[config.mk]
export PLATFORM = sky130hd
export DESIGN_NAME = gql_fifo
export DESIGN_NICKNAME = d
export VERILOG_FILES = /design/src/rtl/gql_pkg.sv /design/src/rtl/gql_fifo.sv
export SDC_FILE = /design/constraint.sdc
export NUM_CORES = 1
export LEC_CHECK = 0
export ABC_CLOCK_PERIOD_IN_PS = 27300
export BUFFER_PORTS_ARGS = -buffer_cell sky130_fd_sc_hd__buf_2
export CORE_AREA = 2 2 345 347
export DETAILED_ROUTE_END_ITERATION = 12
export DIE_AREA = 0 0 347 349
export SYNTH_ARGS = -nofsm -noshare
export SYNTH_HDL_FRONTEND = slang
export SYNTH_SLANG_ARGS = --single-unit
[constraint.sdc]
create_clock -name clk -period 27.3 [get_ports clk]
set_input_delay 4.095 -clock clk [delete_from_list [all_inputs] [get_ports clk]]
set_output_delay 4.095 -clock clk [all_outputs]
set_load 0.005 [all_outputs]
[src/rtl/gql_pkg.sv]
// gql_pkg: shared types, register codes and saturation helpers for the glyph quad layout block
// used by every module under rtl; depends on nothing
`default_nettype none

package gql_pkg;

  // configuration register indexes
  localparam int CFG_IDX_W = 3;
  localparam logic [CFG_IDX_W-1:0] REG_SCALE    = 3'd0;
  localparam logic [CFG_IDX_W-1:0] REG_ORIGIN_X = 3'd1;
  localparam logic [CFG_IDX_W-1:0] REG_ORIGIN_Y = 3'd2;
  localparam logic [CFG_IDX_W-1:0] REG_BOX_W    = 3'd3;
  localparam logic [CFG_IDX_W-1:0] REG_LINE     = 3'd4;
  localparam logic [CFG_IDX_W-1:0] REG_MONO_ADV = 3'd5;
  localparam logic [CFG_IDX_W-1:0] REG_INV_W    = 3'd6;
  localparam logic [CFG_IDX_W-1:0] REG_INV_H    = 3'd7;

  // spacing mode of an item
  localparam logic FUNC_MONO = 1'b1;

  // depth of the queue between front and back
  localparam int QUEUE_DEPTH = 4;

  typedef logic signed [31:0] q_t;    // Q8.24 coordinate
  typedef logic signed [35:0] ext_t;  // headroom for unsaturated sums
  typedef logic [24:0]        tex_t;  // texture coordinate, 0 .. 1.0

  localparam ext_t Q_MAX_EXT = 36'sd2147483647;
  localparam ext_t Q_MIN_EXT = -36'sd2147483648;
  localparam q_t   Q_MAX     = 32'sh7fffffff;
  localparam q_t   Q_MIN     = 32'sh80000000;
  localparam tex_t TEX_ONE   = 25'd16777216;

  typedef struct packed {
    logic [24:0] scale;
    logic [31:0] origin_x;
    logic [31:0] origin_y;
    logic [30:0] box_width;
    logic [30:0] line_step;
    logic [13:0] mono_advance;
    logic [24:0] inv_w;
    logic [24:0] inv_h;
  } cfg_t;

  // one classified item waiting for the pen
  typedef struct packed {
    logic first;
    ext_t off;      // left edge relative to the pen
    ext_t thr;      // right limit minus glyph width
    logic max_top;  // right limit sits at the top of the range
    q_t   pxw;      // pen x after a line break
    ext_t radv;     // scaled horizontal advance
    ext_t rdy;      // scaled vertical advance
    ext_t sw;
    ext_t sbt;
    ext_t sh;
    tex_t tl;
    tex_t tr;
    tex_t tb;
  } fq_item_t;

  function automatic q_t sat32(input ext_t v);
    if (v > Q_MAX_EXT) begin
      return Q_MAX;
    end else if (v < Q_MIN_EXT) begin
      return Q_MIN;
    end
    return v[31:0];
  endfunction

  function automatic tex_t sat_tex(input logic [41:0] v);
    if (v > 42'(TEX_ONE)) begin
      return TEX_ONE;
    end
    return v[24:0];
  endfunction

endpackage

`default_nettype wire

[src/rtl/gql_fifo.sv]
// gql_fifo: small register queue that decouples the front from the back
// uses fq_item_t from gql_pkg
`default_nettype none

module gql_fifo
  import gql_pkg::*;
#(
  parameter int DEPTH = QUEUE_DEPTH
) (
  input  wire logic     clk,
  input  wire logic     rst_n,
  input  wire logic     push_valid,
  output logic          push_ready,
  input  wire fq_item_t push_data,
  output logic          pop_valid,
  input  wire logic     pop_ready,
  output fq_item_t      pop_data
);

  localparam int AW = $clog2(DEPTH);
  localparam int CW = $clog2(DEPTH + 1);

  fq_item_t        mem_r [DEPTH];
  logic [AW-1:0]   wr_ptr_r;
  logic [AW-1:0]   rd_ptr_r;
  logic [CW-1:0]   count_r;
  logic            do_push;
  logic            do_pop;

  assign push_ready = (count_r != CW'(DEPTH));
  assign pop_valid  = (count_r != '0);
  assign pop_data   = mem_r[rd_ptr_r];
  assign do_push    = push_valid && push_ready;
  assign do_pop     = pop_valid && pop_ready;

  always_ff @(posedge clk) begin
    if (do_push) begin
      mem_r[wr_ptr_r] <= push_data;
    end
  end

  always_ff @(posedge clk) begin
    if (!rst_n) begin
      wr_ptr_r <= '0;
      rd_ptr_r <= '0;
      count_r  <= '0;
    end else begin
      if (do_push) begin
        wr_ptr_r <= (wr_ptr_r == AW'(DEPTH - 1)) ? '0 : wr_ptr_r + AW'(1);
      end
      if (do_pop) begin
        rd_ptr_r <= (rd_ptr_r == AW'(DEPTH - 1)) ? '0 : rd_ptr_r + AW'(1);
      end
      if (do_push && !do_pop) begin
        count_r <= count_r + CW'(1);
      end else if (do_pop && !do_push) begin
        count_r <= count_r - CW'(1);
      end
    end
  end

endmodule

`default_nettype wire

* After elaboration in Yosys (flattened, before gate mapping) *
Memory sizes are Yosys's and may differ from the RTL's. A register that Yosys moved wholly into a read port is not among the register bits.
Cells that the tools add are included.

cells by class
  add/subtract/negate cells = 4
  eq/ne operators = 3
  muxes and demuxes = 8
  reduce and logical (&&, ||, !) cells = 8

operators by type and width
  operator                                          count
  two-way mux 2 bit                                 4
  two-way mux 3 bit                                 2
  adder 2 x 1 -> 2 bit, second input constant       2
  == test 2 bit, second input constant              2
  logical AND 1 bit                                 4
  adder 3 x 1 -> 3 bit, second input constant       1
  != test 3 bit, second input constant              1
  nonzero test 3 bit                                1
  subtractor 3 x 1 -> 3 bit, second input constant  1
  logical NOT 1 bit                                 2
  two-way mux 1 bit                                 2
  nonzero test 2 bit                                1

storage, ports and cells
  bits in registers = 7
  RAM bits = 1444
  bits of input ports = 365
  output and inout port bits = 363
  logic and storage cells = 27
  memories kept = 1

memory list
  memory  words  width  rd ports  clocked after Yosys merged registers in  wr ports  RTL line        source
  mem_r   4      361    1         1                                        1         gql_fifo.sv:23  fq_item_t mem_r [DEPTH];

* Depth between registers and ports, before layout *
  depth in word-level cells = 6
  mapped depth = 9
  gate-level depth less buffers = 8

* Least setup slack after synthesis *
No wires, ideal clock.

  path type = in2reg
  start = input push_valid
  end = memory mem_r[3][0] (netlist name), enable pin
  library setup time = 0.772 ns
  arrival time = 12.342 ns
  data required time = 26.528 ns
  slack = 14.186 ns
  cell stages on the path = 1
  buffers on the path = 0
  cell sequence = and3_1

on the way
  cells in the longest elaborated chain, start to end = 3

ends and longest elaborated chain
  item                                     RTL line        source
  start, declared                          gql_fifo.sv:12  input wire logic push_valid,
  logical AND 1 bit                        gql_fifo.sv:33  assign do_push = push_valid && push_ready;
  two-way mux 1 bit                        gql_fifo.sv:37  if (do_push) begin
  two-way mux 1 bit (implied by the code)  gql_fifo.sv:38  mem_r[wr_ptr_r] <= push_data;
  end, declared                            gql_fifo.sv:23

No other way between the ends.

==> impl_metrics.tcl <==
set metrics [dict create \
    synth.area.top_cells "edfxtp_1 (82%), mux4_2 (15%), buf_6 (0.71%)" \
    layout_setup_ws_ps 18430 \
    postCtsHoldBufs 0 \
    cp_common_cell "buf_4" \
    ir_worst_vdd_mv 0.0791 \
    port_buffers 727 \
    slowest_delay_ps 860 \
    cts_max_level 4 \
    post-route-period-util 0.325 \
    dp_slack_ps 18990 \
    slowest_stage "dfxtp_4" \
    multiInputGateArea_sq_um 8430 \
    num_vias 23943 \
    grt_remaining_overflow 0 \
    slew_violations 0 \
    wl_um 116000 \
    holdCritPathClass "flop to flop" \
    ys_warn_count 0 \
    ant_nets 0 \
    worst_pin_slew_ps 1440 \
    syn-num-nets 2308 \
    synth.avg_cell_area_sq_um 27.2 \
    leakage_nw 20.6 \
    start_kind "flop" \
    relSlewSlack 0.0397 \
    die_area_sq_um 121000 \
    hold_slack_ps 525 \
    die_h_um 349 \
    setup_viol 0 \
    cts-root-buf "clkbuf_16" \
    syn_area_sq_um 52600 \
    viasPerCell 5.40 \
    required_ps 23200 \
    drtPass1Iterations 5 \
    grt_use_total 0.189 \
    grt_pass1_wl_um 168000 \
    ys_seq_area_frac 0.828 \
    grt_max_degree 155 \
    crit_fanout 104 \
    fmaxAchievable_ghz 0.113 \
    crit_type "flop to output port" \
    drtIter0Drc 1682 \
    maxCapViolations 0 \
    yosys.area.top_type "edfxtp_1" \
    fin_tns_setup_ps 0 \
    initial_utilization 0.448 \
    hold_violations 0 \
    critPathBufInv 4 \
    drive_gt1_frac 0.456 \
    worstPathCellList "buf_4 > buf_4 > buf_12 > mux4_2 > buf_2" \
    clockBufferDepth 3 \
    synth.distinct_cells 26 \
    utilization 0.533 \
    gp_congestion 0.767 \
    clkTransAtPathRegs_ps 60 \
    post_cts_resized 0 \
    end_kind "output port" \
    regArea_sq_um 43500 \
    hpwl_um 72500 \
    p_per_area_nw_per_um2 93.1 \
    row_count 126 \
    core-area_sq_um 117000 \
    insertion_delay_ps 750 \
    crit_family "buffers and inverters" \
    crit_arrival_ps 4770 \
    final_nets 3130 \
    post-route-min-period_ps 8870 \
    cts_tree "done" \
    area_growth_pct 19.0 \
    post_cts_buffers 0 \
    syn_inst 1936 \
    yosys.area.top_type_share 0.825 \
    fill_cells 8995 \
    ys_ff_latch 1453 \
    cts_made_buffers 151 \
    rsz0062_at_grt "false" \
    pin_count 728 \
    antenna_found_initial 65 \
    die_x_um 347 \
    fin_worst_skew_ps 46.1 \
    drc_errors 0 \
    status "completed" \
    wire_per_inst_um 26.1 \
    clock-sinks 1453 \
    grt_pass1_vias 25267 \
]
==> logic make-up after synthesis <==
| group | after synthesis | share of synthesized area |
|---|---|---|
| AO/OA/AOI/OAI | 6 | 0.000667 |
| AND/OR/NAND/NOR | 20 | 0.00209 |
| multiplexers | 363 | 0.155 |
| buffers and inverters | 85 | 0.0117 |
| adder cells (fa/ha/maj) | 7 | 0.00181 |
| XOR/XNOR | 2 | 0.000333 |
| flip-flops | 1453 | 0.828 |
==> tightest hold or removal path: cells and delay by family, from the launching register on <==
kind	cells	cell delay, ps
DFF	1	350
and+or+nand+nor	1	70
muxes	1	60
==> path summary, 6_finish.rpt <==
path,from,to,slack (ps),cells past startpoint
max,flop,pop_data[320],18430,5
min,wr_ptr_r[1],wr_ptr_r[1],520,2
max reg2reg,count_r[0],mem_r[2][321],22700,5
min reg2reg,wr_ptr_r[1],wr_ptr_r[1],520,2
==> power by group <==
part / leakage [nW] / internal [mW] / switching, mW
logic: 5.04 / 0.522 / 0.596
registers: 13.3 / 2.71 / 0.0629
clock network: 2.26 / 1.11 / 0.821
==> stage by stage <==
stage / area, sq um / std cells / total power, mW
2_1_floorplan: 52600 / 1936 / 3.55
3_3_place_gp: 57800 / 4141 / 3.95
3_5_place_dp: 57800 / 4141 / 3.97
4_1_cts: 62500 / 4409 / 5.91
5_1_grt: 62500 / 4429 / 6.06
6_report: 62600 / 4434 / 5.82
==> metal layers <==
layer / wire, um / GRT usage / vias up
met5: 327 / 0 / -
met4: 4530 / 0.0863 / 48
met3: 7770 / 0.0549 / 285
met2: 61000 / 0.323 / 833
met1: 42200 / 0.222 / 12645
li1: - / - / 10132
==> final cells by class <==
type	instances	share of cell area
flip-flops and latches	1453	0.696
diodes	25	0.00100
inverters	3	0.000180
clock buffers	204	0.0649
clock inverters	64	0.00984
repair buffers	751	0.0624
multi-input cells	398	0.135
well taps	1536	0.0307
==> layout by cell type, fill, tap and decap left out <==
cell	count
buf_4	17
nand3_1	2
inv_6	5
clkinv_8	2
nor2_1	2
nor2b_1	1
nand4_1	1
and2_4	1
diode_2	25
bufinv_16	7
edfxtp_1	1444
or3_1	2
a21boi_0	1
fa_1	1
inv_1	3
or3b_1	1
inv_16	2
clkinvlp_4	2
clkinv_2	14
clkinv_16	3
mux2i_1	2
buf_12	7
ha_1	6
o21ai_0	4
and3_4	4
buf_2	727
and2_1	1
xor2_1	1
nand2_1	5
clkinv_1	28
dfxtp_1	7
mux4_2	361
xnor2_1	1
o31ai_1	1
clkbuf_16	155
clkbuf_1	49
clkinv_4	1
dfxtp_4	2
==> synth_stat cells <==
cell type / number
a21boi_0: 1
and2_1: 1
and2_4: 1
and3_1: 4
buf_2: 36
buf_4: 1
buf_6: 33
clkbuf_1: 12
dfxtp_1: 9
edfxtp_1: 1444
fa_1: 1
ha_1: 6
inv_1: 3
mux2i_1: 2
mux4_2: 361
nand2_1: 5
nand3_1: 2
nand4_1: 1
nor2_1: 2
nor2b_1: 1
o21ai_0: 4
o31ai_1: 1
or3_1: 2
or3b_1: 1
xnor2_1: 1
xor2_1: 1
==> registers in the layout, indices dropped and copies added, names as in the netlist, named ones only <==
name / cells
count_r: 3
rd_ptr_r: 2
mem_r: 1444
wr_ptr_r: 2
Power figures use the tool's default switching activity.
