`src/rtl/gql_pkg.sv`:
```
// gql_pkg: shared types, register codes and saturation helpers for the glyph quad layout block
// used by every module under rtl; depends on nothing
`default_nettype none

package gql_pkg;

  // configuration register indexes
  localparam int CFG_IDX_W = 3;
  localparam logic [CFG_IDX_W-1:0] REG_SCALE    = 3'd0;
  localparam logic [CFG_IDX_W-1:0] REG_ORIGIN_X = 3'd1;
  localparam logic [CFG_IDX_W-1:0] REG_ORIGIN_Y = 3'd2;
  localparam logic [CFG_IDX_W-1:0] REG_BOX_W    = 3'd3;
  localparam logic [CFG_IDX_W-1:0] REG_LINE     = 3'd4;
  localparam logic [CFG_IDX_W-1:0] REG_MONO_ADV = 3'd5;
  localparam logic [CFG_IDX_W-1:0] REG_INV_W    = 3'd6;
  localparam logic [CFG_IDX_W-1:0] REG_INV_H    = 3'd7;

  // spacing mode of an item
  localparam logic FUNC_MONO = 1'b1;

  // depth of the queue between front and back
  localparam int QUEUE_DEPTH = 4;

  typedef logic signed [31:0] q_t;    // Q8.24 coordinate
  typedef logic signed [35:0] ext_t;  // headroom for unsaturated sums
  typedef logic [24:0]        tex_t;  // texture coordinate, 0 .. 1.0

  localparam ext_t Q_MAX_EXT = 36'sd2147483647;
  localparam ext_t Q_MIN_EXT = -36'sd2147483648;
  localparam q_t   Q_MAX     = 32'sh7fffffff;
  localparam q_t   Q_MIN     = 32'sh80000000;
  localparam tex_t TEX_ONE   = 25'd16777216;

  typedef struct packed {
    logic [24:0] scale;
    logic [31:0] origin_x;
    logic [31:0] origin_y;
    logic [30:0] box_width;
    logic [30:0] line_step;
    logic [13:0] mono_advance;
    logic [24:0] inv_w;
    logic [24:0] inv_h;
  } cfg_t;

  // one classified item waiting for the pen
  typedef struct packed {
    logic first;
    ext_t off;      // left edge relative to the pen
    ext_t thr;      // right limit minus glyph width
    logic max_top;  // right limit sits at the top of the range
    q_t   pxw;      // pen x after a line break
    ext_t radv;     // scaled horizontal advance
    ext_t rdy;      // scaled vertical advance
    ext_t sw;
    ext_t sbt;
    ext_t sh;
    tex_t tl;
    tex_t tr;
    tex_t tb;
  } fq_item_t;

  function automatic q_t sat32(input ext_t v);
    if (v > Q_MAX_EXT) begin
      return Q_MAX;
    end else if (v < Q_MIN_EXT) begin
      return Q_MIN;
    end
    return v[31:0];
  endfunction

  function automatic tex_t sat_tex(input logic [41:0] v);
    if (v > 42'(TEX_ONE)) begin
      return TEX_ONE;
    end
    return v[24:0];
  endfunction

endpackage

`default_nettype wire

```
`src/rtl/gql_back.sv`:
```
// gql_back: pen update, line-break decision and final edge sums
// takes classified items from the queue; depends on gql_pkg
`default_nettype none

module gql_back
  import gql_pkg::*;
(
  input  wire logic     clk,
  input  wire logic     rst_n,
  input  wire cfg_t     cfg,
  input  wire logic     q_valid,
  output logic          q_ready,
  input  wire fq_item_t q_item,
  output logic          out_valid,
  input  wire logic     out_stall,
  output q_t            out_x_left,
  output q_t            out_x_right,
  output q_t            out_y_bottom,
  output q_t            out_y_top,
  output tex_t          out_tex_left,
  output tex_t          out_tex_right,
  output tex_t          out_tex_bottom,
  output logic          out_wrapped
);

  q_t   ox, oy;
  q_t   pen_x_r, pen_x_nxt;
  q_t   pen_y_r, pen_y_nxt;
  q_t   px0, py0, pyw, py1, x1a, x1b;
  logic wrap;
  logic pop;

  // stage b1
  logic b1_valid_r, b1_wrap_r;
  q_t   b1_x1_r, b1_py1_r;
  ext_t b1_sw_r, b1_sbt_r, b1_sh_r;
  tex_t b1_tl_r, b1_tr_r, b1_tb_r;

  // stage b2
  logic b2_valid_r, b2_wrap_r;
  q_t   b2_x1_r, b2_x2_r, b2_y2_r;
  ext_t b2_sh_r;
  tex_t b2_tl_r, b2_tr_r, b2_tb_r;

  logic rdy_b1, rdy_b2, rdy_b3;

  assign rdy_b3  = !out_valid || !out_stall;
  assign rdy_b2  = !b2_valid_r || rdy_b3;
  assign rdy_b1  = !b1_valid_r || rdy_b2;
  assign q_ready = rdy_b1;
  assign pop     = q_valid && rdy_b1;

  assign ox = $signed(cfg.origin_x);
  assign oy = $signed(cfg.origin_y);

  // the pen recurrence: one item per cycle while an item is queued and the output is not stalled
  always_comb begin
    px0  = q_item.first ? ox : pen_x_r;
    py0  = q_item.first ? oy : pen_y_r;
    x1a  = sat32(ext_t'(px0) + q_item.off);
    x1b  = sat32(ext_t'(ox) + q_item.off);
    // right edge past the limit, tested as left edge past limit minus width
    wrap = !q_item.max_top && (ext_t'(x1a) > q_item.thr) && (px0 != ox);
    pyw  = sat32(ext_t'(py0) - ext_t'(cfg.line_step));
    py1  = wrap ? pyw : py0;
    pen_x_nxt = wrap ? q_item.pxw : sat32(ext_t'(px0) + q_item.radv);
    pen_y_nxt = sat32(ext_t'(py1) + q_item.rdy);
  end

  always_ff @(posedge clk) begin
    if (!rst_n) begin
      pen_x_r    <= '0;
      pen_y_r    <= '0;
      b1_valid_r <= 1'b0;
      b2_valid_r <= 1'b0;
      out_valid  <= 1'b0;
    end else begin
      if (pop) begin
        pen_x_r <= pen_x_nxt;
        pen_y_r <= pen_y_nxt;
      end
      if (rdy_b1) begin
        b1_valid_r <= q_valid;
      end
      if (rdy_b2) begin
        b2_valid_r <= b1_valid_r;
      end
      if (rdy_b3) begin
        out_valid <= b2_valid_r;
      end
    end
  end

  always_ff @(posedge clk) begin
    if (pop) begin
      b1_wrap_r <= wrap;
      b1_x1_r   <= wrap ? x1b : x1a;
      b1_py1_r  <= py1;
      b1_sw_r   <= q_item.sw;
      b1_sbt_r  <= q_item.sbt;
      b1_sh_r   <= q_item.sh;
      b1_tl_r   <= q_item.tl;
      b1_tr_r   <= q_item.tr;
      b1_tb_r   <= q_item.tb;
    end
    if (rdy_b2 && b1_valid_r) begin
      b2_wrap_r <= b1_wrap_r;
      b2_x1_r   <= b1_x1_r;
      b2_x2_r   <= sat32(ext_t'(b1_x1_r) + b1_sw_r);
      b2_y2_r   <= sat32(ext_t'(b1_py1_r) + b1_sbt_r);
      b2_sh_r   <= b1_sh_r;
      b2_tl_r   <= b1_tl_r;
      b2_tr_r   <= b1_tr_r;
      b2_tb_r   <= b1_tb_r;
    end
    if (rdy_b3 && b2_valid_r) begin
      out_x_left     <= b2_x1_r;
      out_x_right    <= b2_x2_r;
      out_y_top      <= b2_y2_r;
      out_y_bottom   <= sat32(ext_t'(b2_y2_r) - b2_sh_r);
      out_tex_left   <= b2_tl_r;
      out_tex_right  <= b2_tr_r;
      out_tex_bottom <= b2_tb_r;
      out_wrapped    <= b2_wrap_r;
    end
  end

endmodule

`default_nettype wire

```
`config.mk`:
```
export PLATFORM = sky130hd
export DESIGN_NAME = gql_back
export DESIGN_NICKNAME = d
export VERILOG_FILES = /design/src/rtl/gql_pkg.sv /design/src/rtl/gql_back.sv
export SDC_FILE = /design/constraint.sdc
export NUM_CORES = 1
export LEC_CHECK = 0
export BUFFER_PORTS_ARGS = -buffer_cell sky130_fd_sc_hd__buf_2
export CORE_AREA = 2 2 309 311
export DETAILED_ROUTE_END_ITERATION = 12
export DIE_AREA = 0 0 311 313
export PLACE_DENSITY = 0.7
export SETUP_SLACK_MARGIN = 0.2
export SLEW_MARGIN = 20
export SYNTH_ARGS = -nofsm -noshare
export SYNTH_HDL_FRONTEND = slang
export SYNTH_SLANG_ARGS = --single-unit
```
`constraint.sdc`:
```
create_clock -name clk -period 20.9 [get_ports clk]
set_input_delay 1.045 -clock clk [delete_from_list [all_inputs] [get_ports clk]]
set_output_delay 1.045 -clock clk [all_outputs]
set_load 0.02 [all_outputs]
```
======== Yosys cells after proc, flatten, opt, wreduce, memory -nomap -nowiden ========
Cells that the tools add are included.
word-level totals
  output and inout bits ................... 206
  bits in registers ....................... 727
operators by class
  equality and inequality tests ........... 1
  $add $sub $neg .......................... 8
  $lt $le $gt $ge ......................... 17
  mux-type cells .......................... 48
  reduce and logical (&&, ||, !) cells .... 13
operator list
  cell                                                                                count
  32-bit 2-to-1 mux                                                                   29
  36-bit by 32-bit greater-than comparator with 1-bit output (second input constant)  7
  36-bit by 32-bit less-than comparator with 1-bit output (second input constant)     7
  32-bit by 36-bit adder with 36-bit output                                           6
  32-bit by 36-bit greater-than comparator with 1-bit output                          1
  32-bit by 36-bit subtractor with 36-bit output                                      1
  33-bit by 32-bit greater-than comparator with 1-bit output (second input constant)  1
  33-bit by 32-bit less-than comparator with 1-bit output (second input constant)     1
  32-bit by 32-bit subtractor with 33-bit output                                      1
  32-bit inequality test                                                              1
  1-bit 2-to-1 mux                                                                    19
  1-bit logical AND                                                                   5
  1-bit logical NOT                                                                   5
  1-bit logical OR                                                                    3

======== Longest topological paths before layout ========
  word-level depth ........................ 15
  mapped depth ............................ 45

======== Worst setup path after synthesis ========
No wires, ideal clock.
  path type ............................... input to register
  start ................................... in out_stall
  end ..................................... reg out_tex_bottom[0] (enable)
  setup time .............................. 1.077 ns
  cell stages on the path ................. 1
  arrival time ............................ 15.741 ns
  setup slack ............................. 4.082 ns
  cells stage by stage .................... a21boi_0
between the ends
  cells in the longest elaborated chain, start to end .. 3
RTL lines
  what                  line             source
  start, declared       gql_back.sv:15   input wire logic out_stall,
  1-bit logical NOT     gql_back.sv:47   assign rdy_b3 = !out_valid || !out_stall;
  1-bit logical OR      gql_back.sv:47
  1-bit logical AND     gql_back.sv:116  if (rdy_b3 && b2_valid_r) begin
  end signal, assigned  gql_back.sv:123  out_tex_bottom <= b2_tb_r;
  end, declared         gql_back.sv:22   output tex_t out_tex_bottom,
No other way between the ends.
A chain may end at the register's enable or synchronous reset.

======== Final worst setup path ========
  start ................................... in q_item[360] (netlist name)
  end ..................................... reg pen_y_r[22]
between the ends
  cells in the longest elaborated chain, start to end .. 15
RTL lines
  what                                                        line            source
  start, declared                                             gql_back.sv:13  input wire fq_item_t q_item,
  32-bit 2-to-1 mux *                                         gql_back.sv:58  px0 = q_item.first ? ox : pen_x_r;
  32-bit by 36-bit adder with 36-bit output                   gql_back.sv:60  x1a = sat32(ext_t'(px0) + q_item.off);
  36-bit by 32-bit less-than comparator with 1-bit output     gql_pkg.sv:65   end else if (v < Q_MIN_EXT) begin
  1-bit 2-to-1 mux                                            gql_pkg.sv:65
  1-bit 2-to-1 mux                                            gql_pkg.sv:63   if (v > Q_MAX_EXT) begin
  32-bit 2-to-1 mux                                           gql_pkg.sv:68   return v[31:0];
  32-bit by 36-bit greater-than comparator with 1-bit output  gql_back.sv:63  wrap = !q_item.max_top && (ext_t'(x1a) > q_item.thr) && (px0 != ox);
  1-bit logical AND                                           gql_back.sv:63
  1-bit logical AND *                                         gql_back.sv:63
  net wrap                                                    gql_back.sv:30  logic wrap;
  32-bit 2-to-1 mux *                                         gql_back.sv:65  py1 = wrap ? pyw : py0;
  net py1[2]                                                  gql_back.sv:29  q_t px0, py0, pyw, py1, x1a, x1b;
  32-bit by 36-bit adder with 36-bit output *                 gql_back.sv:67  pen_y_nxt = sat32(ext_t'(py1) + q_item.rdy);
  36-bit by 32-bit less-than comparator with 1-bit output     gql_pkg.sv:65
  1-bit 2-to-1 mux                                            gql_pkg.sv:65
  1-bit 2-to-1 mux                                            gql_pkg.sv:63
  32-bit 2-to-1 mux *                                         gql_pkg.sv:68
  end signal, assigned                                        gql_back.sv:80  pen_y_r <= pen_y_nxt;
  end, declared                                               gql_back.sv:28  q_t pen_y_r, pen_y_nxt;
Mark *: on every way through the listed nets, which the timed path passes. The rest lies on a longest branch.

==> Flow_metrics.wiki <==
{| class="wikitable"
! Metric !! Value
|-
| Result of the run || finished clean
|-
| TritonCTS sink count || 727
|-
| Yosys warning count || 0
|-
| Number of enable flip-flop cells after synthesis || 660
|-
| Via-to-Cell Ratio || roughly 5.6
|-
| Total vias in the final route || 31.3k
|-
| Synth async-reset ratio || 0%
|-
| Core area || 0.0942 mm2
|-
| CTS H-tree lvls || 3
|-
| Launch point of the worst path || q_item[360]
|-
| Final clock skew || 26.9 ps
|-
| I/O pins || 786
|-
| Number of buffers inserted to repair setup after CTS || 0
|-
| Cell with the largest stage delay on the worst path || buf_4
|-
| Detailed-route DRC error count || 0
|-
| Final setup violation count || 0
|-
| Pwr Density || around 110 mW/mm2
|-
| TritonCTS Buffers || 78
|-
| Unrepaired setup endpoints after global routing || no
|-
| Die width || 311 um
|-
| Cell area reported after detailed placement || 0.0455 mm2
|-
| Required time reported for the critical path endpoint || 21440 ps
|-
| IR Drop Worst-Case VDD || 0.0869 mV
|-
| Worst slack at placement || 7880 ps
|-
| Final RePlAce weighted congestion || 0.976
|-
| Initial detailed-routing violation count || 2642
|-
| Global-route track usage on met3 || 4.02%
|-
| Most area-hungry cell type in the Yosys netlist || edfxtp_1
|-
| Cell count after synthesis || 3619
|-
| Cell family with the largest share of critical-path delay || compound AO/OA/AOI/OAI gates
|-
| TritonCTS clock tree || done
|-
| Syn Area/Cell || between 10 and 15 um2
|-
| Cell Area, Synth || 0.0406 mm2
|-
| Worst reg-to-reg path cell count || 37
|-
| Post-cts resize count || 0
|-
| Final setup margin || approximately 8500 ps
|-
| Most crowded layer after global routing || met2
|-
| Cell area after layout || 0.0479 mm2
|-
| Die area || 0.0973 mm2
|-
| Die Y || about 310 um
|-
| Critical path destination || pen_y_r[22]
|-
| R2r startpoint || pen_x_r[0]
|-
| FF+latch count, synth || 727
|-
| Syn nets || 4519
|-
| Sort of element at the end of the critical path || flop
|-
| Crit path time final || 12420 ps
|-
| Number of antenna violations at the first check in global routing || 42
|-
| Area growth from synthesis to final layout || 18.0%
|-
| Overall track demand over capacity in global routing || between 20% and 30%
|-
| Peak clock frequency supported by timing || 80.5 MHz
|-
| Max stage delay on crit path || around 690 ps
|-
| Cell with the most instances after synthesis || edfxtp_1
|-
| Max-slew headroom at the worst pin || 30.0%
|-
| Pins Over Slew Limit || 0
|-
| Transition time at the pin with the least slew margin || ~1000 ps
|-
| HPWL Detailed || 99000 um
|-
| Global route total overflow || 0
|-
| Pin count of the biggest net entering global routing || 81
|-
| Total number of nets in the final design || between 5k and 6k
|-
| Layout cell share with drive strength beyond 1 || a little over a fifth
|-
| Static Leakage || 20.0 nW
|-
| Final hold violations || 0
|-
| Effective utilization at floorplan || a little over two fifths
|-
| Clock insertion delay at the later pin of the skew report || 650 ps
|-
| Total wire length after detailed routing || 125000 um
|-
| Setup slack on the worst flop-to-flop path || 9530 ps
|-
| Vias in the first global route || 29.6k
|-
| Number of buffers inserted by hold repair at cts || 0
|-
| Largest fanout on the critical path || 40
|-
| Clock Pin Slew Worst Setup and Hold Paths || approximately 60 ps
|-
| Logic depth of the worst setup path including buffers || 37
|-
| Total buffers and inverters traversed by the critical path || 6
|-
| Largest buffer count on any clock path || 3
|-
| Endpoint of the worst-slack reg-to-reg timing path || pen_y_r[22]
|-
| Flip-flop cell with the highest count after synthesis || edfxtp_1
|-
| Routing usage on met2 || 37.6%
|-
| Number of cell rows || 113
|-
| Met1 usage in global routing || 36.6%
|-
| Wirelength per Cell || 22.2 um
|-
| Buffers on Ports || about 670
|-
| First-pass GRT wire length || 183000 um
|-
| Post-route setup TNS || 0 ps
|-
| Max-cap violation count || 0
|-
| Utilization after layout || around half
|-
| CTS Root Cell || clkbuf_16
|-
| Kind of start point of the critical path || primary input
|-
| Hold crit path type || reg -> reg
|-
| Biggest area contributors in the synthesized netlist || edfxtp_1 (49%), ha_1 (9.6%), a21oi_1 (4.0%)
|-
| Type of the worst setup path || in -> reg
|-
| Post-detailed-route count of antenna-violating nets || 0
|-
| Share of the synthesized area in the top cell type || 48.8%
|-
| Number of distinct standard cells referenced by the synthesized netlist || between 80 and 90
|-
| Data arrival time of the critical path || about 13000 ps
|-
| Sequential share of the synthesized area || 52.1%
|-
| Most instantiated cells after synthesis || edfxtp_1 (660), a21oi_1 (323), ha_1 (312)
|-
| Total iterations of the first detailed-routing run || 5
|-
| Fin crit share || 59.4%
|}
routing by layer:
| layer | routed length [um] | vias up |
|---|---|---|
| met4 | 3410 | 22 |
| met1 | 57600 | 14800 |
| met5 | 146 | - |
| met2 | 53900 | 1261 |
| met3 | 9850 | 182 |
| li1 | - | 15000 |
state kept, by name, indices dropped and copies added, names as in the netlist, 36 cells and up:
| signal | count |
|---|---|
| b1_sbt_r | 36 |
| b1_sw_r | 36 |
| b1_sh_r | 36 |
| b2_sh_r | 36 |
how the worst min path moves through the flow:
stage               depth (start not counted)  slack (ps)     endpoint         from
floorplan                                   0         400   b2_sh_r[0]   b1_sh_r[0]
global placement                            0         400  b2_sh_r[23]  b1_sh_r[23]
detailed placement                          0         400  b2_sh_r[10]  b1_sh_r[10]
CTS                                         0         410   b2_tr_r[4]   b1_tr_r[4]
global route                                0         410   b2_tr_r[4]   b1_tr_r[4]
finish                                      0         410   b2_tr_r[4]   b1_tr_r[4]
cells in the final DEF, fill, tap and decap left out, drive strengths merged, types with 26 or more instances in the layout:
| master | synthesis | layout |
|---|---|---|
| buf | 13 | 695 |
| edfxtp | 660 | 660 |
| a21oi | 323 | 323 |
| o21ai | 314 | 314 |
| ha | 312 | 312 |
| nor2 | 218 | 218 |
| nand2 | 208 | 208 |
| inv | 184 | 193 |
| a21o | 139 | 139 |
| xor2 | 137 | 137 |
| xnor2 | 124 | 124 |
| clkbuf | 87 | 97 |
| dfxtp | 67 | 67 |
| o21a | 64 | 64 |
| mux2 | 62 | 62 |
| nand3 | 57 | 57 |
| nor3 | 53 | 53 |
| a211oi | 48 | 48 |
| nand2b | 47 | 47 |
| o21bai | 39 | 39 |
| a31oi | 32 | 32 |
| a21boi | 32 | 32 |
| nor2b | 30 | 30 |
| nand4 | 26 | 26 |
area by class of cell:
cell class	count	area [um2]
antenna	20	50.0
clock buffer	97	2100
clock inverter	39	337
fill	8452	46200
inverter	185	702
multi-input combinational	2607	18500
sequential	727	21200
tap	1265	1580
timing repair buffer	695	3550
per-stage QoR:
step	cells	hold slack (ps)	total power, mW
6_report	5635	406	5.41
5_1_grt	5629	413	5.73
4_1_cts	5615	409	5.41
3_5_place_dp	5479	405	4.07
3_3_place_gp	5479	401	4.05
2_1_floorplan	3619	400	3.48
logic make-up (layout without fill, tap and decap cells):
family | count (synthesis) | after routing | share of synthesized area (%)
AOI/OAI and AO/OA | 1189 | 1189 | 18.6
and+or+nand+nor | 755 | 755 | 8.80
DFF | 727 | 727 | 52.1
adders and majority gates | 320 | 320 | 10.0
buffers and inverters | 285 | 1016 | 2.66
xor gates and xnor gates | 262 | 262 | 5.68
muxes | 81 | 81 | 2.19
other | 0 | 20 | 0
where the power goes:
part	switching, mW	internal (mW)	total (mW)
clock network	0.583	0.745	1.33
registers	0.0962	1.86	1.96
logic	1.31	0.819	2.12
(Power assumes the default switching activity.)
